### src/rtl/core/crid_pkg.sv
// Shared types and constants for the column run-length image decoder.
package crid_pkg;

   localparam int CFG_W       = 11;
   localparam int ADDR_W      = 20;
   localparam int ROW_W       = 16;
   localparam int COUNT_W     = 6;
   localparam int QUEUE_DEPTH = 4;
   localparam int CSR_IDX_W   = 2;

   // Configuration register indexes.
   localparam logic [CSR_IDX_W-1:0] REG_FRAME_WIDTH  = 2'd0;
   localparam logic [CSR_IDX_W-1:0] REG_FRAME_HEIGHT = 2'd1;

   localparam logic [CFG_W-1:0] FRAME_WIDTH_RESET  = 11'd320;
   localparam logic [CFG_W-1:0] FRAME_HEIGHT_RESET = 11'd200;

   // Result kinds.
   localparam logic [1:0] KIND_PIXEL      = 2'd0;
   localparam logic [1:0] KIND_UNKNOWN    = 2'd1;
   localparam logic [1:0] KIND_DROP       = 2'd2;
   localparam logic [1:0] KIND_FRAME_DONE = 2'd3;

   // Column opcodes and repeat marker constants.
   localparam logic [7:0] OPC_LITERAL = 8'h00;
   localparam logic [7:0] OPC_REPEAT  = 8'h80;
   localparam logic [7:0] OPC_SKIP    = 8'hFF;
   localparam logic [7:0] REPEAT_MIN  = 8'd224;
   localparam logic [7:0] REPEAT_BIAS = 8'd223;

   // Command operations passed from the parser to the writer.
   localparam logic [1:0] OP_NONE    = 2'd0;
   localparam logic [1:0] OP_RUN     = 2'd1;
   localparam logic [1:0] OP_UNKNOWN = 2'd2;

   typedef struct packed {
      logic [7:0] data_byte;
      logic       frame_start;
   } req_word_type;

   typedef struct packed {
      logic [1:0]        kind;
      logic [ADDR_W-1:0] pixel_address;
      logic [7:0]        pixel_value;
      logic              last_of_run;
   } rsp_word_type;

   typedef struct packed {
      logic [1:0]         op;
      logic               done;
      logic [7:0]         value;
      logic [COUNT_W-1:0] count;
      logic [ROW_W-1:0]   row;
      logic [CFG_W-1:0]   column;
   } cmd_type;

endpackage

### src/rtl/core/crid_front.sv
// Byte parser: walks the column, packet and sequence structure and issues commands.
module crid_front (
   input  logic                     clock,
   input  logic                     reset,
   input  logic                     accept,
   input  crid_pkg::req_word_type   req_word,
   input  logic [crid_pkg::CFG_W-1:0] eff_width,
   output logic                     cmd_push,
   output crid_pkg::cmd_type        cmd
);
   import crid_pkg::*;

   localparam logic [2:0] PH_OPCODE = 3'd0;
   localparam logic [2:0] PH_PACKET = 3'd1;
   localparam logic [2:0] PH_SEQCNT = 3'd2;
   localparam logic [2:0] PH_SKIP   = 3'd3;
   localparam logic [2:0] PH_DATA   = 3'd4;
   localparam logic [2:0] PH_REPVAL = 3'd5;

   logic [2:0]         phase_ff, phase_in, phase_c;
   logic               mode_ff, mode_in, mode_c;
   logic [CFG_W-1:0]   column_ff, column_in, column_c;
   logic [ROW_W-1:0]   row_ff, row_in, row_c;
   logic [7:0]         ptotal_ff, ptotal_in, ptotal_c;
   logic [9:0]         pcons_ff, pcons_in, pcons_c;
   logic [7:0]         stotal_ff, stotal_in, stotal_c;
   logic [8:0]         scons_ff, scons_in, scons_c;
   logic [COUNT_W-1:0] rcount_ff, rcount_in, rcount_c;

   logic               end_seq;
   logic               end_col;
   logic [ROW_W:0]     row_sum;
   logic [CFG_W-1:0]   column_inc;
   logic [7:0]         b;

   always_comb begin
      b = req_word.data_byte;
      // A frame start clears the parse state before the byte is taken as an opcode.
      if (req_word.frame_start) begin
         phase_c  = PH_OPCODE;
         mode_c   = 1'b0;
         column_c = '0;
         row_c    = '0;
         ptotal_c = '0;
         pcons_c  = '0;
         stotal_c = '0;
         scons_c  = '0;
         rcount_c = '0;
      end else begin
         phase_c  = phase_ff;
         mode_c   = mode_ff;
         column_c = column_ff;
         row_c    = row_ff;
         ptotal_c = ptotal_ff;
         pcons_c  = pcons_ff;
         stotal_c = stotal_ff;
         scons_c  = scons_ff;
         rcount_c = rcount_ff;
      end

      phase_in   = phase_c;
      mode_in    = mode_c;
      column_in  = column_c;
      row_in     = row_c;
      ptotal_in  = ptotal_c;
      pcons_in   = pcons_c;
      stotal_in  = stotal_c;
      scons_in   = scons_c;
      rcount_in  = rcount_c;
      end_seq    = 1'b0;
      end_col    = 1'b0;
      row_sum    = '0;
      column_inc = '0;

      cmd.op     = OP_NONE;
      cmd.done   = 1'b0;
      cmd.value  = b;
      cmd.count  = COUNT_W'(1);
      cmd.row    = row_c;
      cmd.column = column_c;

      unique case (phase_c)
         PH_OPCODE: begin
            if (b == OPC_LITERAL || b == OPC_REPEAT) begin
               mode_in  = (b == OPC_REPEAT);
               phase_in = PH_PACKET;
            end else if (b == OPC_SKIP) begin
               end_col = 1'b1;
            end else begin
               cmd.op  = OP_UNKNOWN;
               end_col = 1'b1;
            end
         end
         PH_PACKET: begin
            ptotal_in = b;
            pcons_in  = '0;
            if (b == 8'd0) begin
               end_col = 1'b1;
            end else begin
               phase_in = PH_SEQCNT;
            end
         end
         PH_SEQCNT: begin
            stotal_in = b;
            scons_in  = '0;
            pcons_in  = pcons_c + 10'd1;
            phase_in  = PH_SKIP;
         end
         PH_SKIP: begin
            pcons_in = pcons_c + 10'd1;
            row_sum  = {1'b0, row_c} + (ROW_W+1)'(b);
            row_in   = row_sum[ROW_W] ? '1 : row_sum[ROW_W-1:0];
            if (stotal_c == 8'd0) begin
               end_seq = 1'b1;
            end else begin
               phase_in = PH_DATA;
            end
         end
         PH_DATA: begin
            if (mode_c && b >= REPEAT_MIN) begin
               rcount_in = COUNT_W'(b - REPEAT_BIAS);
               scons_in  = scons_c + 9'd2;
               phase_in  = PH_REPVAL;
            end else begin
               cmd.op   = OP_RUN;
               row_in   = (row_c == '1) ? row_c : row_c + ROW_W'(1);
               scons_in = scons_c + 9'd1;
               if (scons_in >= {1'b0, stotal_c}) begin
                  end_seq = 1'b1;
               end
            end
         end
         PH_REPVAL: begin
            cmd.op    = OP_RUN;
            cmd.count = rcount_c;
            row_sum   = {1'b0, row_c} + (ROW_W+1)'(rcount_c);
            row_in    = row_sum[ROW_W] ? '1 : row_sum[ROW_W-1:0];
            if (scons_c >= {1'b0, stotal_c}) begin
               end_seq = 1'b1;
            end else begin
               phase_in = PH_DATA;
            end
         end
         default: begin
            phase_in = PH_OPCODE;
         end
      endcase

      if (end_seq) begin
         pcons_in = pcons_in + {2'b00, stotal_c};
         if (pcons_in >= {2'b00, ptotal_c}) begin
            end_col = 1'b1;
         end else begin
            phase_in = PH_SEQCNT;
         end
      end

      if (end_col) begin
         row_in     = '0;
         phase_in   = PH_OPCODE;
         column_inc = column_c + CFG_W'(1);
         if (column_inc >= eff_width) begin
            cmd.done  = 1'b1;
            column_in = '0;
         end else begin
            column_in = column_inc;
         end
      end

      cmd_push = accept && (cmd.op != OP_NONE || cmd.done);
   end

   always_ff @(posedge clock) begin
      if (reset) begin
         phase_ff  <= PH_OPCODE;
         mode_ff   <= 1'b0;
         column_ff <= '0;
         row_ff    <= '0;
         ptotal_ff <= '0;
         pcons_ff  <= '0;
         stotal_ff <= '0;
         scons_ff  <= '0;
         rcount_ff <= '0;
      end else if (accept) begin
         phase_ff  <= phase_in;
         mode_ff   <= mode_in;
         column_ff <= column_in;
         row_ff    <= row_in;
         ptotal_ff <= ptotal_in;
         pcons_ff  <= pcons_in;
         stotal_ff <= stotal_in;
         scons_ff  <= scons_in;
         rcount_ff <= rcount_in;
      end
   end

endmodule

### src/rtl/core/crid_fifo.sv
// Short command queue between the parser and the pixel writer.
module crid_fifo (
   input  logic              clock,
   input  logic              reset,
   input  logic              push,
   input  crid_pkg::cmd_type push_cmd,
   input  logic              pop,
   output logic              full,
   output logic              empty,
   output crid_pkg::cmd_type head
);
   import crid_pkg::*;

   localparam int PTR_W = $clog2(QUEUE_DEPTH);
   localparam int CNT_W = $clog2(QUEUE_DEPTH + 1);

   cmd_type            mem_ff [QUEUE_DEPTH];
   logic [PTR_W-1:0]   wr_ptr_ff, wr_ptr_in;
   logic [PTR_W-1:0]   rd_ptr_ff, rd_ptr_in;
   logic [CNT_W-1:0]   count_ff, count_in;

   assign full  = (count_ff == CNT_W'(QUEUE_DEPTH));
   assign empty = (count_ff == '0);
   assign head  = mem_ff[rd_ptr_ff];

   always_comb begin
      wr_ptr_in = wr_ptr_ff;
      rd_ptr_in = rd_ptr_ff;
      count_in  = count_ff;
      if (push) begin
         wr_ptr_in = (wr_ptr_ff == PTR_W'(QUEUE_DEPTH - 1)) ? '0 : wr_ptr_ff + PTR_W'(1);
      end
      if (pop) begin
         rd_ptr_in = (rd_ptr_ff == PTR_W'(QUEUE_DEPTH - 1)) ? '0 : rd_ptr_ff + PTR_W'(1);
      end
      if (push && !pop) begin
         count_in = count_ff + CNT_W'(1);
      end else if (pop && !push) begin
         count_in = count_ff - CNT_W'(1);
      end
   end

   always_ff @(posedge clock) begin
      if (reset) begin
         wr_ptr_ff <= '0;
         rd_ptr_ff <= '0;
         count_ff  <= '0;
      end else begin
         wr_ptr_ff <= wr_ptr_in;
         rd_ptr_ff <= rd_ptr_in;
         count_ff  <= count_in;
      end
   end

   always_ff @(posedge clock) begin
      if (push) begin
         mem_ff[wr_ptr_ff] <= push_cmd;
      end
   end

endmodule

### src/rtl/core/crid_back.sv
// Pixel writer: expands queued commands into result words through an output register.
module crid_back (
   input  logic                       clock,
   input  logic                       reset,
   input  logic                       q_empty,
   input  crid_pkg::cmd_type          q_head,
   input  logic [crid_pkg::CFG_W-1:0] eff_height,
   input  logic                       rsp_pop,
   output logic                       q_pop,
   output logic                       rsp_empty,
   output crid_pkg::rsp_word_type     rsp_data
);
   import crid_pkg::*;

   localparam logic [2:0] BK_IDLE = 3'd0;
   localparam logic [2:0] BK_MUL  = 3'd1;
   localparam logic [2:0] BK_RUN  = 3'd2;
   localparam logic [2:0] BK_UNK  = 3'd3;
   localparam logic [2:0] BK_DONE = 3'd4;

   logic [2:0]         st_ff, st_in;
   cmd_type            ent_ff, ent_in;
   logic [ADDR_W-1:0]  base_ff, base_in;
   logic [COUNT_W-1:0] rem_ff, rem_in;
   logic [ROW_W-1:0]   row_ff, row_in;
   logic               out_valid_ff, out_valid_in;
   rsp_word_type       out_ff, out_in;

   logic               out_free;
   logic               emit;
   logic               finish;
   rsp_word_type       res;
   logic [2*CFG_W-1:0] product;

   assign out_free  = !out_valid_ff || rsp_pop;
   assign rsp_empty = !out_valid_ff;
   assign rsp_data  = out_ff;
   assign product   = ent_ff.column * eff_height;

   always_comb begin
      st_in   = st_ff;
      ent_in  = ent_ff;
      base_in = base_ff;
      rem_in  = rem_ff;
      row_in  = row_ff;
      emit    = 1'b0;
      finish  = 1'b0;
      q_pop   = 1'b0;
      res     = '0;

      unique case (st_ff)
         BK_IDLE: begin
            finish = 1'b1;
         end
         BK_MUL: begin
            // Column base address is registered before the first pixel uses it.
            base_in = product[ADDR_W-1:0];
            if (ent_ff.op == OP_RUN) begin
               st_in = BK_RUN;
            end else if (ent_ff.op == OP_UNKNOWN) begin
               st_in = BK_UNK;
            end else begin
               st_in = BK_DONE;
            end
         end
         BK_RUN: begin
            if (out_free) begin
               emit              = 1'b1;
               res.pixel_value   = ent_ff.value;
               res.last_of_run   = (rem_ff == COUNT_W'(1)) && !ent_ff.done;
               if (row_ff < {{(ROW_W-CFG_W){1'b0}}, eff_height}) begin
                  res.kind          = KIND_PIXEL;
                  res.pixel_address = base_ff + ADDR_W'(row_ff);
               end else begin
                  res.kind = KIND_DROP;
               end
               row_in = (row_ff == '1) ? row_ff : row_ff + ROW_W'(1);
               rem_in = rem_ff - COUNT_W'(1);
               if (rem_ff == COUNT_W'(1)) begin
                  if (ent_ff.done) begin
                     st_in = BK_DONE;
                  end else begin
                     finish = 1'b1;
                  end
               end
            end
         end
         BK_UNK: begin
            if (out_free) begin
               emit            = 1'b1;
               res.kind        = KIND_UNKNOWN;
               res.last_of_run = !ent_ff.done;
               if (ent_ff.done) begin
                  st_in = BK_DONE;
               end else begin
                  finish = 1'b1;
               end
            end
         end
         BK_DONE: begin
            if (out_free) begin
               emit            = 1'b1;
               res.kind        = KIND_FRAME_DONE;
               res.last_of_run = 1'b1;
               finish          = 1'b1;
            end
         end
         default: begin
            st_in = BK_IDLE;
         end
      endcase

      // Take the next command as soon as the current one is finished.
      if (finish) begin
         if (!q_empty) begin
            q_pop  = 1'b1;
            ent_in = q_head;
            rem_in = q_head.count;
            row_in = q_head.row;
            st_in  = BK_MUL;
         end else begin
            st_in = BK_IDLE;
         end
      end

      out_valid_in = out_valid_ff;
      out_in       = out_ff;
      if (emit) begin
         out_valid_in = 1'b1;
         out_in       = res;
      end else if (rsp_pop) begin
         out_valid_in = 1'b0;
      end
   end

   always_ff @(posedge clock) begin
      if (reset) begin
         st_ff        <= BK_IDLE;
         out_valid_ff <= 1'b0;
      end else begin
         st_ff        <= st_in;
         out_valid_ff <= out_valid_in;
      end
   end

   always_ff @(posedge clock) begin
      ent_ff  <= ent_in;
      base_ff <= base_in;
      rem_ff  <= rem_in;
      row_ff  <= row_in;
      out_ff  <= out_in;
   end

endmodule

### src/rtl/core/column_rle_image_decoder.sv
// Column run-length image decoder: takes one encoded byte per word and writes pixels.
// A byte enters the parser whenever the four-entry command queue has room; bytes
// that produce no result leave nothing in the queue. Each byte that produces results
// becomes one queued command, and the writer first registers the column base
// address (column times height, one multiply) and then emits the result words: one
// for a plain pixel, up to 32 for a repeat run, plus one for an unknown-opcode or
// frame-complete word. The parser keeps taking bytes while the writer works, and
// the input reports full while long repeat runs drain. The user must write width and
// height on the csr port only while the block is idle; the block itself does not
// enforce it. Values above MAX_WIDTH and MAX_HEIGHT act as those limits.
module column_rle_image_decoder #(
   parameter int MAX_WIDTH  = 1024,
   parameter int MAX_HEIGHT = 1024
) (
   input  logic                           clock,
   input  logic                           reset,
   input  logic                           req_push,
   output logic                           req_full,
   input  crid_pkg::req_word_type         req_data,
   output logic                           rsp_empty,
   input  logic                           rsp_pop,
   output crid_pkg::rsp_word_type         rsp_data,
   input  logic                           csr_valid,
   output logic                           csr_ready,
   input  logic [crid_pkg::CSR_IDX_W-1:0] csr_index,
   input  logic [crid_pkg::CFG_W-1:0]     csr_wdata
);
   import crid_pkg::*;

   logic [CFG_W-1:0] frame_width_ff, frame_width_in;
   logic [CFG_W-1:0] frame_height_ff, frame_height_in;
   logic [CFG_W-1:0] eff_width;
   logic [CFG_W-1:0] eff_height;
   logic             accept;
   logic             q_push;
   logic             q_pop;
   logic             q_full;
   logic             q_empty;
   cmd_type          q_in;
   cmd_type          q_head;

   assign csr_ready = 1'b1;

   always_comb begin
      frame_width_in  = frame_width_ff;
      frame_height_in = frame_height_ff;
      if (csr_valid && csr_ready) begin
         unique case (csr_index)
            REG_FRAME_WIDTH:  frame_width_in  = csr_wdata;
            REG_FRAME_HEIGHT: frame_height_in = csr_wdata;
            default: begin
            end
         endcase
      end
   end

   always_ff @(posedge clock) begin
      if (reset) begin
         frame_width_ff  <= FRAME_WIDTH_RESET;
         frame_height_ff <= FRAME_HEIGHT_RESET;
      end else begin
         frame_width_ff  <= frame_width_in;
         frame_height_ff <= frame_height_in;
      end
   end

   assign eff_width  = (int'(frame_width_ff) > MAX_WIDTH) ? CFG_W'(MAX_WIDTH) : frame_width_ff;
   assign eff_height = (int'(frame_height_ff) > MAX_HEIGHT) ? CFG_W'(MAX_HEIGHT)
                                                            : frame_height_ff;

   assign req_full = q_full;
   assign accept   = req_push && !q_full;

   crid_front u_front (
      .clock     (clock),
      .reset     (reset),
      .accept    (accept),
      .req_word  (req_data),
      .eff_width (eff_width),
      .cmd_push  (q_push),
      .cmd       (q_in)
   );

   crid_fifo u_fifo (
      .clock    (clock),
      .reset    (reset),
      .push     (q_push),
      .push_cmd (q_in),
      .pop      (q_pop),
      .full     (q_full),
      .empty    (q_empty),
      .head     (q_head)
   );

   crid_back u_back (
      .clock      (clock),
      .reset      (reset),
      .q_empty    (q_empty),
      .q_head     (q_head),
      .eff_height (eff_height),
      .rsp_pop    (rsp_pop),
      .q_pop      (q_pop),
      .rsp_empty  (rsp_empty),
      .rsp_data   (rsp_data)
   );

   // The writer never takes a command from an empty queue.
   assert property (@(posedge clock) disable iff (reset) q_pop |-> !q_empty)
      else $error("command popped from empty queue");

   // Only pixel writes carry an address.
   assert property (@(posedge clock) disable iff (reset)
      (!rsp_empty && rsp_data.kind != KIND_PIXEL) |-> rsp_data.pixel_address == '0)
      else $error("non-pixel result with nonzero address");

   // Frame complete is always the final word of its byte.
   assert property (@(posedge clock) disable iff (reset)
      (!rsp_empty && rsp_data.kind == KIND_FRAME_DONE) |-> rsp_data.last_of_run)
      else $error("frame complete not marked last");

   // A pixel write can only happen when the frame has a nonzero height.
   assert property (@(posedge clock) disable iff (reset)
      (!rsp_empty && rsp_data.kind == KIND_PIXEL) |-> eff_height != '0)
      else $error("pixel written with zero height");

endmodule
### config.mk
export PLATFORM = sky130hd
export DESIGN_NAME = column_rle_image_decoder
export DESIGN_NICKNAME = d
export VERILOG_FILES = /design/src/rtl/core/crid_pkg.sv /design/src/rtl/core/crid_front.sv /design/src/rtl/core/crid_fifo.sv /design/src/rtl/core/crid_back.sv /design/src/rtl/core/column_rle_image_decoder.sv
export SDC_FILE = /design/constraint.sdc
export NUM_CORES = 1
export LEC_CHECK = 0
export CORE_MARGIN = 3
export CORE_UTILIZATION = 52
export CTS_CLUSTER_SIZE = 30
export DETAILED_ROUTE_END_ITERATION = 8
export DONT_BUFFER_PORTS = 1
export PLACE_DENSITY = 0.67
export SLEW_MARGIN = 20
export SYNTH_ARGS = -nofsm -noshare
export SYNTH_HDL_FRONTEND = slang
export SYNTH_HIERARCHICAL = 1
export SYNTH_SLANG_ARGS = --single-unit
### constraint.sdc
create_clock -name clock -period 11.2 [get_ports clock]
set_clock_uncertainty 0.05 [all_clocks]
set_input_delay 0 -clock clock [delete_from_list [all_inputs] [get_ports clock]]
set_output_delay 0 -clock clock [all_outputs]
set_load 0.05 [all_outputs]
* Yosys cells after proc, flatten, opt, wreduce, memory -nomap -nowiden
Memory sizes are Yosys's and may differ from the RTL's. A register that Yosys moved wholly into a read port is not among the register bits.
Index checks and enable logic that the tools add are counted.
** Cells by class
- Magnitude comparators :: 8
- Eq/ne operators :: 24
- Bitwise logic cells :: 1
- Reductions and logical operators :: 32
- Multiply operators :: 1
- Add/sub/neg operators :: 16
- Mux-type cells :: 100
** Operator list (count)
- $mux W16 :: 11
- $mux W11 :: 5
- $mux W3 :: 18
- $mux W6 :: 8
- $pmux W16 S3 :: 1
- $add A16 B1 Y16 const B :: 2
- $eq A16 B16 Y1 const B :: 2
- $mux W8 :: 4
- $mux W31 :: 1
- $mux W1 :: 29
- $gt A11 B11 Y1 const B :: 2
- $add A20 B16 Y20 :: 1
- $mul A11 B11 Y20 :: 1
- $mux W10 :: 2
- $mux W20 :: 1
- $pmux W10 S2 :: 1
- $ge A9 B8 Y1 :: 2
- $mux W9 :: 2
- $pmux W3 S6 :: 1
- $pmux W9 S2 :: 1
- $add A16 B6 Y17 :: 1
- $add A16 B8 Y17 :: 1
- $eq A8 B8 Y1 const B :: 2
- $logic_not A8 Y1 :: 2
- 40 further kinds :: 81
** Word-level totals
- Bits in registers :: 200
- Output and inout port bits :: 34
- Bits in writable memories :: 176
- Memories :: 1
- Logic and storage cells :: 210
** Memories
- u_fifo.mem_ff :: words 4, bits a word 44, rd ports 1, clocked after memory_dff 1, wr ports 1, line crid_fifo.sv:17 : cmd_type mem_ff [QUEUE_DEPTH];

* Logic depth before layout (Yosys ltp)
Gate-level depths: netlist of the first run.
- Depth in word-level cells :: 15
- Depth in mapped cells :: 31

* Modules after synthesis
Netlist of the first run, hierarchy kept.
** By module, submodules not included
- crid_back :: instances 1, seq. area each 2712.6 sq um, area each 8817.2 sq um, cells an instance 917
- crid_front :: instances 1, seq. area each 1441.4 sq um, area each 7129.3 sq um, cells an instance 972
- crid_fifo :: instances 1, seq. area each 5465.2 sq um, area each 6847.8 sq um, cells an instance 274
- column_rle_image_decoder :: instances 1, seq. area each 440.4 sq um, area each 1084.8 sq um, cells an instance 118

* Worst setup path after synthesis of the first run
Ideal clock, no wire load.
- Path type :: input -> register
- Start point :: in req_data[0] in the netlist's numbering
- End point :: mem u_fifo/mem_ff[0][0] in the netlist's numbering, enable pin
- Path buffers :: 5
- Setup slack :: 4.684 ns
- Cell stages on the path :: 25
- Arrival time :: 6.060 ns
- Setup time :: 0.406 ns
- Path through :: buf_2 > clkbuf_1 > buf_1 > clkbuf_1 > clkbuf_1 > nor2b_1 > ha_1 > nand4b_1 > o21ai_0 > a311oi_1 > ha_1 > a21oi_1 > o21ai_0 > o21bai_1 > xnor2_1 > ha_1 > o211ai_1 > or4_1 > o21ai_0 > nor3_1 > a21oi_4 > a21boi_2 > nor2_1 > o31a_1 > and2_1
** RTL lines
- start: declaration :: line column_rle_image_decoder.sv:19 : input crid_pkg::req_word_type req_data,
- end: declaration :: line crid_fifo.sv:17

==> results.ini, run 1 <==
[detailed_routing]
postRouteAntennaNets=0
drc=0
drt-initial-drc-count=1173
route.vias.total=17000
vias_per_cell=5.90
routed_wl_mm=58.0
avgRoutedWirePerCell_um=20.1
firstDrtPassIters=5

[setup_path]
rr_endpoint=u_fifo/mem_ff[1][6]$_DFFE_PP_
crit_path_max_fanout=27
reg2reg_slack_ns=4.32
cp-start-kind=register
worst_ep_arrival_time_ns=7.04
r2r_start=u_front/phase_ff[1]$_SDFFE_PP0P_
cp-end-kind=register
rr_worst_depth=20
crit_type=reg2reg
required_ns=11.36

[power_and_ir_drop]
vdd.ir_drop.worst_mv=0.350
total_power_mw=6.47
p_leak_nw=10.0
power_density_mw_per_mm2=250

[yosys]
ys_warn_count=6
netlist_instances=2281
yosys_register_bits=378
synthArstFlopShare=0
synthFlopType=edfxtp_1
synth_nets=2543
synth-seq-area-share=0.421
avgSynthCellArea_um2=10.5
synth_area_mm2=0.0239
synth-edff-count=249
synth_cell_types=98

[grt]
first_global_vias=17100
antenna_found_initial=5
grt_usage=0.244
grt_overflow_total=0
grt_max_degree=97
grt_pass1_wl_mm=93.4

[place]
preCtsSetupSlack_ns=4.47
dp_hpwl_mm=40.4
gp_congestion=0.917
numPortBuffers=0
placed_cells=2773

[hold_path]
whs_path_depth=4
min_from=req_push
hold_end=u_front/pcons_ff[4]$_SDFFE_PP0P_
hold_path.class=in2reg

[timing]
layout_setup_ws_ns=4.32
setup_tns_ns=0
fmaxAchievable_mhz=145
slew_violations=0
period_minus_slack_ns=6.88
finalHoldViolations=0
worst-slew-pin-transition_ns=1.07
slew_headroom=0.285
rsz0062_at_grt=no
period_share=0.614
finalSetupViolCount=0

[clocking]
post-cts-setup-buffers=0
cts.sinks=378
cts_tree=done
path_clk_slew_ns=0.06
cts_buffers=41
worstSkewPairLatency_ns=0.57
cts_root_buf=clkbuf_16
htreeDepth=2
cts_max_path_buffers=3

[finish]
layout_commonest_cell=edfxtp_1
areaGrowthSynthToFinish_pct=8.61
num-fill-cells=3703
multi_input_area_mm2=0.0125
num-nets-final=2525
ff_latch_area_mm2=0.0101
drive_above_1_share=0.0727
stdcell_count=2889
final_cell_mix=249 x edfxtp_1, 199 x nand2_1, 194 x inv_1, 168 x nor2_1, 151 x ha_1

[status]
status=completed

[die]
initial_core_util=0.533
die_h_um=220
core_area_mm2=0.0448
fp.dieW_um=220
fp-row-count=77
die_area_mm2=0.0485
io_pins=61

[run]
maxCapViolCount=0

-- through the flow --
| stage | utilization | cell area (um2) | hold WS (ns) |
|---|---|---|---|
| after floorplan | - | 23900 | 0.0191 |
| after global routing | 0.579 | 25900 | 0.0708 |
| after CTS | 0.579 | 25900 | 0.00579 |
| after detailed placement | 0.540 | 24200 | 0.0314 |
| final | 0.579 | 25900 | 0.0397 |
| after global placement | 0.540 | 24200 | 0.0291 |
-- critical path, cell delays in order, from the launching register on --
cell	delay (ns)
dfxtp_1	0.51
nor3b_1	0.77
nor2_1	0.20
o21ai_0	0.20
o21ai_0	0.17
ha_1	0.40
nand2_1	0.06
o21ai_0	0.39
o21bai_1	0.22
xnor2_1	0.12
ha_1	0.31
o211ai_1	0.10
or4_1	0.51
o21ai_0	0.24
nor3_1	0.12
a21oi_4	0.26
a21boi_2	0.10
nor2_1	0.36
o31a_1	0.39
and2_2	0.55
buf_4	0.45
-- what timing repair did --
action	4_1_cts	5_1_grt
gates resized for setup	0	0
endpoints found under the hold margin	246	0
endpoints found under the setup margin	0	0
hold buffers	39	0
-- cell type report --
class,count,area share
Multi-Input combinational cell,1591,0.483
Antenna cell,1,0.0000965
Clock inverter,23,0.00902
Tap cell,592,0.0286
Sequential cell,378,0.388
Timing Repair Buffer,56,0.0213
Inverter,195,0.0282
Clock buffer,53,0.0421
-- report_power, final --
group          internal (mW)  switching, mW  leakage, nW  total, mW
Sequential              1.82          0.209         3.37       2.02
Clock                  0.767          0.567        0.625       1.33
Combinational           1.32           1.80         6.03       3.12
Total                   3.90           2.57         10.0       6.47
-- Yosys cell counts, drive strengths merged, types with 44 or more instances --
library cell	number	area, um2
edfxtp	249	7480
nand2	199	747
inv	195	732
nor2	169	634
ha	151	1890
dfxtp	129	2580
o21ai	114	578
a21oi	99	518
and2	85	532
fa	84	1680
clkbuf	78	295
nor2b	73	457
xnor2	58	508
nand2b	46	288
mux4	44	1010
-- layer usage --
layer,vias up,GRT usage,routed length (um)
met3,130,0.0379,3040
met5,-,0,49
met2,515,0.407,27700
li1,8056,-,-
met4,8,0.0908,2120
met1,8331,0.323,25100
-- worst max-delay path by stage --
stage,startpoint,end,cells after the start
3_5_place_dp,u_front/phase_ff[1]$_SDFFE_PP0P_,u_fifo/mem_ff[1][8]$_DFFE_PP_,20
3_3_place_gp,u_front/phase_ff[1]$_SDFFE_PP0P_,u_fifo/mem_ff[1][4]$_DFFE_PP_,19
2_1_floorplan,req_data[0],u_fifo/mem_ff[0][0]$_DFFE_PP_,25
5_1_grt,u_front/phase_ff[1]$_SDFFE_PP0P_,u_fifo/count_ff[2]$_SDFFE_PP0P_,24
6_report,u_front/phase_ff[1]$_SDFFE_PP0P_,u_fifo/mem_ff[1][6]$_DFFE_PP_,20
4_1_cts,u_front/phase_ff[1]$_SDFFE_PP0P_,u_fifo/mem_ff[1][6]$_DFFE_PP_,20
-- cell families (layout without fill, tap and decap cells) --
logic type | after synthesis | in the layout | share of synthesized area
AO/OA/AOI/OAI | 424 | 424 | 0.119
XOR/XNOR | 90 | 90 | 0.0330
adder cells (fa/ha/maj) | 235 | 235 | 0.150
buffers and inverters | 312 | 327 | 0.0555
flip-flops | 378 | 378 | 0.421
multiplexers | 83 | 83 | 0.0595
other | 1 | 2 | 0.000157
AND/OR/NAND/NOR | 758 | 758 | 0.162
-- sequential cells by signal, indices dropped and copies added (netlist names), 8 cells and up, named ones only --
name / cells
frame_height_ff: 11
frame_width_ff: 11
u_back/base_ff: 20
u_back/ent_ff: 22
u_back/row_ff: 16
u_back/rsp_data: 31
u_fifo/mem_ff: 176
u_front/column_ff: 11
u_front/pcons_ff: 10
u_front/ptotal_ff: 8
u_front/row_ff: 16
u_front/scons_ff: 9
u_front/stotal_ff: 8
Power figures use the tool's default switching activity.
==> run 2, diff against run 1 <==
PLACE_DENSITY = 0.7   (was 0.67)
clock period = 5.6 ns   (was 11.2 ns; I/O delays follow)
==> run 2 against run 1 <==
Routed wire length hardly changed. Fmax is 27% higher. Die area stayed put. Clock power is 120% higher. Sequential power is 97% higher. Utilization is 1.5 points higher. Highest routed layer unchanged.
==> results.ini, run 2 (same netlist as run 1, synthesis figures left out) <==
[status]
status=completed

[finish]
largest_register=u_fifo/mem_ff
num-nets-final=2569  ; +1.7%
final_cell_mix=249 x edfxtp_1, 199 x nand2_1, 193 x inv_1, 165 x nor2_1, 149 x ha_1
layout_commonest_cell=edfxtp_1
areaGrowthSynthToFinish_pct=11.5
drive_above_1_share=0.104  ; +0.0315
largest_reg_flops=176  ; unchanged

[grt]
grt_max_degree=97  ; unchanged
grt_pass1_wl_mm=94.0  ; +0.63%
antenna_found_initial=4  ; -1
first_global_vias=17600  ; +2.9%
grt_overflow_total=0  ; unchanged
grt_usage=0.243  ; -0.000346

[setup_path]
cp_num_buf_inv=2  ; +1
cp-end-kind=register
crit_path_max_fanout=6  ; -78%
slowest_stage=or4_1
crit_path_max_incr_delay_ns=0.52  ; -0.25 ns
required_ns=6.07  ; -5.29 ns
crit_family=simple AND/OR/NAND/NOR gates
crit_type=reg2reg
cp-start-kind=register
worst_ep_arrival_time_ns=5.87  ; -1.17 ns

[timing]
finalHoldViolations=0  ; unchanged
layout_setup_ws_ns=0.199  ; -4.12 ns
rsz0062_at_grt=yes
finalSetupViolCount=0  ; unchanged
period_minus_slack_ns=5.40  ; -1.48 ns
period_share=0.965  ; +0.350
slew_headroom=0.299  ; +0.0140
slew_violations=0  ; unchanged
fmaxAchievable_mhz=185  ; +27%
worst-slew-pin-transition_ns=1.04  ; -0.0268 ns

[hold_path]
hold_path.class=in2reg

[die]
fp-row-count=77  ; unchanged
core_area_mm2=0.0448  ; unchanged
die_area_mm2=0.0485  ; unchanged
initial_core_util=0.533  ; unchanged
fp.dieW_um=220  ; unchanged
die_h_um=220  ; unchanged
io_pins=61  ; unchanged

[detailed_routing]
drt-initial-drc-count=1578  ; +35%
routed_wl_mm=58.0  ; about the same
firstDrtPassIters=7  ; +2
route.vias.total=17400  ; +2.3%
avgRoutedWirePerCell_um=19.8  ; -1.6%
vias_per_cell=5.94  ; +0.69%
drc=0  ; unchanged
postRouteAntennaNets=0  ; unchanged

[power_and_ir_drop]
power_density_mw_per_mm2=504  ; +100%
vdd.ir_drop.worst_mv=0.495  ; +42%
p_leak_nw=10.4  ; +3.5%
total_power_mw=13.4  ; +110%

[clocking]
cts.sinks=378  ; unchanged
worstSkewPairLatency_ns=0.59  ; +0.02 ns
cts_buffers=44  ; +7.3%
cts_tree=done
path_clk_slew_ns=0.06  ; about the same
htreeDepth=2  ; unchanged
cts_root_buf=clkbuf_16
cts_max_path_buffers=3  ; unchanged

[place]
dp_hpwl_mm=40.6  ; +0.44%
numPortBuffers=0  ; unchanged
gp_congestion=0.914  ; -0.39%
preCtsSetupSlack_ns=-0.0259  ; -4.50 ns

[run]
maxCapViolCount=0  ; unchanged

run 2: changes by cell type in the layout (fill, tap and decap cells not counted), sizes merged, moves of 2 or more:
cell	change
buf	+41
bufinv	+4
inv	+4
clkbuf	-2
clkinvlp	-2
diode	+2
run 2: report_power, final:
group | total (mW) | internal (mW) | leakage, nW | switching, mW
sequential | 3.98 | 3.63 | 3.38 | 0.350
combinational | 6.47 | 2.76 | 6.28 | 3.71
clock | 2.97 | 1.79 | 0.719 | 1.19
total | 13.4 | 8.18 | 10.4 | 5.25
run 2: path summary, 6_finish.rpt:
kind / slack (ns) / cells after the start / start / end
min reg2reg: 0.40 / 2 / u_front/column_ff[10]$_SDFFE_PP0P_ / u_front/column_ff[10]$_SDFFE_PP0P_
max reg2reg: 0.20 / 26 / u_front/phase_ff[2]$_SDFFE_PP0P_ / u_fifo/count_ff[2]$_SDFFE_PP0P_
max: 0.20 / 26 / u_front/phase_ff[2]$_SDFFE_PP0P_ / u_fifo/count_ff[2]$_SDFFE_PP0P_
min: 0.02 / 4 / req_push / u_front/pcons_ff[9]$_SDFFE_PP0P_
run 2: per-layer routing:
metal  GRT usage  routed length (um)
met5           0                  13
met4      0.0889                1910
met3      0.0448                3650
met2       0.392               27000
met1       0.331               25400
run 2: what timing repair did:
action                                 CTS  global route
setup endpoints to repair                2           152
endpoints found under the hold margin  246             0
buffers inserted                         0             3
hold buffers                            39             0
gates cloned                             0             0
resized for setup                        3            22
pin swaps                                0            12
run 2: worst register-to-register path, delay by kind of cell, from the launching register on:
kind / cells / cell delay (ns)
AO/OA/AOI/OAI: 11 / 1.55
XOR/XNOR: 2 / 0.26
adder cells (fa/ha/maj): 4 / 1.17
buffers and inverters: 2 / 0.21
flip-flops: 1 / 0.36
AND/OR/NAND/NOR: 7 / 1.71
run 2: final cells by class:
type                       instances  area, um2
clock buffer                      51       1130
tap                              592        741
multi-input combinational       1591      12700
timing repair buffer              97        911
fill                            3651      18200
inverter                         195        732
antenna                            3       7.51
sequential                       378      10100
clock inverter                    28        383
run 2: stage by stage:
| stage | instances | instance area, um2 | hold WS, ns | utilization | setup TNS, ns |
|---|---|---|---|---|---|
| finish | 2935 | 26600 | 0.0233 | 0.594 | 0 |
| global placement | 2811 | 24600 | 0.0299 | 0.548 | 0 |
| global route | 2932 | 26600 | 0.0427 | 0.594 | -0.0157 |
| CTS | 2929 | 26500 | 0.000549 | 0.592 | 0 |
| detailed placement | 2811 | 24600 | 0.0377 | 0.548 | -0.0309 |
| floorplan | 2281 | 24000 | 0.0191 | - | -0.0105 |
==> run 3, diff against run 2 <==
CORE_MARGIN = 5   (was 3)
SYNTH_HIERARCHICAL = default   (was 1)
==> run 3 against run 2 <==
Sequential power rose by 3%. Critical path depth fell by 7. Cell count fell by 1.3%. Combinational power fell by 15%. Setup slack improved by 0.023 ns. Non-clock buffer count fell by 8. Fmax rose by 0.43%. Via count fell by 1.9%. Highest routed layer unchanged. Sequential cell count did not move. Largest cell class unchanged. First-iteration DRC count fell by 1.8%.
==> results.ini, run 3 <==
[grt]
grt_max_degree=95  ; -2.1%
first_global_vias=16600  ; -5.4%
grt_usage=0.226  ; -0.0168
antenna_found_initial=3  ; -1
grt_pass1_wl_mm=90.6  ; -3.6%
grt_overflow_total=0  ; unchanged

[timing]
period_share=0.960  ; -0.00415
finalSetupViolCount=0  ; unchanged
fmaxAchievable_mhz=186  ; +0.43%
layout_setup_ws_ns=0.222  ; +0.0232 ns
rsz0062_at_grt=yes
hold_ws_ns=0.0285  ; +0.00524 ns
setup_tns_ns=0  ; unchanged
finalHoldViolations=0  ; unchanged
period_minus_slack_ns=5.38  ; -0.0232 ns
worst-slew-pin-transition_ns=1.09  ; +0.0444 ns
slew_headroom=0.272  ; -0.0269
slew_violations=0  ; unchanged

[detailed_routing]
vias_per_cell=5.90  ; -0.62%
firstDrtPassIters=6  ; -1
route.vias.total=17100  ; -1.9%
drc=0  ; unchanged
drt-initial-drc-count=1549  ; -1.8%
postRouteAntennaNets=0  ; unchanged
avgRoutedWirePerCell_um=19.4  ; -1.6%
routed_wl_mm=56.3  ; -2.8%

[place]
numPortBuffers=0  ; unchanged
preCtsSetupSlack_ns=0.00806  ; +0.0339 ns
gp_congestion=0.927  ; +1.5%
placed_cells=2766  ; -1.6%
postPlaceCellArea_mm2=0.0239  ; -2.6%
dp_hpwl_mm=38.5  ; -5.1%

[yosys]
yosys_register_bits=378  ; unchanged
synth-edff-count=249  ; unchanged
netlist_instances=2245  ; -1.6%
synthSimpleGateAreaFrac=0.164  ; +0.00200
synth_compound_area_frac=0.118  ; -0.000675
synthFlopType=edfxtp_1
synth-seq-area-share=0.432  ; +0.0112
synth_area_mm2=0.0233  ; -2.6%
muxShareOfSynthArea=0.0529  ; -0.00654
ys_top_cells_by_area=edfxtp_1 32%, dfxtp_1 11%, ha_1 8.1%
ys_warn_count=0  ; -6
synth_largest_area_cell=edfxtp_1
synth_nets=2507  ; -1.4%
synthArstFlopShare=0  ; unchanged
synth_cell_types=88  ; -10%
synth_xor_xnor_area_share=0.0350  ; +0.00200
synth_top_area_frac=0.321  ; +0.00830
avgSynthCellArea_um2=10.4  ; -1.0%
synth_top_family_by_area=simple AND/OR/NAND/NOR gates
synthTopCellsByCount=272 x nand2_1, 249 x edfxtp_1, 164 x nor2_1
synthAdderAreaFrac=0.154  ; +0.00397
post-synth-top-count-cell=nand2_1

[power_and_ir_drop]
power_frac_clock=0.218  ; -0.004
p_leak_nw=10.1  ; -2.6%
netSwitchingPower_mw=4.67  ; -11%
power_density_mw_per_mm2=475  ; -5.8%
total_power_mw=12.3  ; -8.4%
p_int_mw=7.63  ; -6.7%
vdd.ir_drop.worst_mv=0.451  ; -9.0%
seqPwrFrac=0.332  ; +0.036
pwr-share-comb=0.450  ; -0.032
power.share.switching=0.380  ; -0.0112

[finish]
drive_above_1_share=0.0846  ; -0.0196
num-fill-cells=3587  ; -1.8%
layout_commonest_cell=nand2_1
num-nets-final=2534  ; -1.4%
areaGrowthSynthToFinish_pct=11.3
final_cell_mix=272 x nand2_1, 249 x edfxtp_1, 163 x nor2_1, 154 x inv_1, 150 x ha_1
post-route-util=0.585  ; -0.00887
design_area_mm2=0.0259  ; -2.8%
largest_register=u_fifo.mem_ff
stdcell_count=2897  ; -1.3%
largest_reg_flops=176  ; unchanged

[clocking]
worstSkewPairLatency_ns=0.57  ; -0.02 ns
htreeDepth=2  ; unchanged
cts_root_buf=clkbuf_16
cts_tree=done
cts.sinks=378  ; unchanged
cts_max_path_buffers=3  ; unchanged
cts_buffers=41  ; -6.8%
path_clk_slew_ns=0.06  ; about the same

[die]
core_area_mm2=0.0442  ; -1.3%
fp.dieW_um=222  ; +0.55%
io_pins=61  ; unchanged
die_area_mm2=0.0491  ; +1.1%
fp-row-count=77  ; unchanged
initial_core_util=0.526  ; -0.00698
die_h_um=222  ; +0.55%

[setup_path]
worst_ep_arrival_time_ns=5.64  ; -0.23 ns
reg2reg_slack_ns=0.22  ; +0.02 ns
crit_path_max_fanout=12  ; +6
crit_type=reg2reg
required_ns=5.86  ; -0.21 ns
cp-start-kind=register
cp-end-kind=register

[hold_path]
hold_path.class=in2reg

[run]
maxCapViolCount=0  ; unchanged

[status]
status=completed

-- run 3: changes by cell type in the layout (fill, tap and decap cells not counted), moves of 15 or more --
cell	previous run	this run
nand2_1	199	272
inv_1	193	154
nand2b_1	46	17
and2_1	79	54
o21ai_1	29	4
buf_4	54	30
xor2_1	32	54
a21oi_1	95	116
xnor2_1	57	39
dlygate4sd3_1	37	52
mux2i_1	32	17
-- run 3: path summary, 6_finish.rpt --
check,start,to,depth (start not counted)
setup / recovery,frame_height_ff[10]$_SDFFE_PP0P_,u_back.base_ff[18]$_DFFE_PP_,19
hold / removal,req_data[6],u_front.row_ff[5]$_SDFFE_PP0P_,5
setup reg to reg,frame_height_ff[10]$_SDFFE_PP0P_,u_back.base_ff[18]$_DFFE_PP_,19
hold reg to reg,frame_height_ff[9]$_SDFFE_PP0P_,frame_height_ff[9]$_SDFFE_PP0P_,2
-- run 3: power groups by stage --
stage | clock network, mW | logic, mW | registers [mW]
3_5_place_dp | 0 | 5.37 | 4.15
3_3_place_gp | 0 | 5.26 | 4.12
6_report | 2.68 | 5.53 | 4.09
4_1_cts | 2.73 | 5.48 | 4.09
2_1_floorplan | 0 | 4.33 | 3.94
5_1_grt | 2.86 | 6.36 | 4.13
-- run 3: routing by layer --
metal	GRT usage	share of wire	vias to the layer above
met1	0.319	0.45	8356
met3	0.0404	0.067	97
met5	0	0.00023	-
met2	0.369	0.47	589
li1	-	-	8055
met4	0.0541	0.021	2
-- run 3: kinds of logic (layout without fill, tap and decap cells) --
group	Yosys count	count (layout)
simple gates	787	787
compound gates	421	421
flops	378	378
buf+inv	263	322
fa+ha+maj	235	235
xor+xnor	93	93
mux	67	67
other cells	1	2
-- run 3: final cells by class --
type / count / area, um2 / area share
diodes: 1 / 2.50 / 0.0000967
clock buffers: 57 / 1130 / 0.0435
flip-flops and latches: 378 / 10100 / 0.389
repair buffers: 89 / 892 / 0.0345
inverters: 158 / 593 / 0.0229
multi-input cells: 1604 / 12300 / 0.474
clock inverters: 18 / 199 / 0.00768
well taps: 592 / 741 / 0.0286
-- run 3: repair_timing --
action / CTS / global route
setup endpoints to repair: 0 / 5
hold endpoints to repair: 242 / 0
gates resized for setup: 0 / 15
hold buffers: 54 / 0
buffers inserted: 0 / 0
-- run 3: worst max-delay path: stages, from the launching register on --
cell and delay [ns]:
dfxtp_4 0.40, nor2b_1 0.15, buf_4 0.21, nand2_1 0.09, fa_1 0.48, fa_1 0.56, inv_1 0.06, fa_1 0.51
fa_1 0.54, inv_1 0.05, fa_1 0.52, inv_1 0.04, ha_1 0.36, and3_1 0.18, o311ai_1 0.13, a31oi_1 0.30
nand4_1 0.17, nand3b_1 0.12, a21oi_1 0.08, xnor2_1 0.12
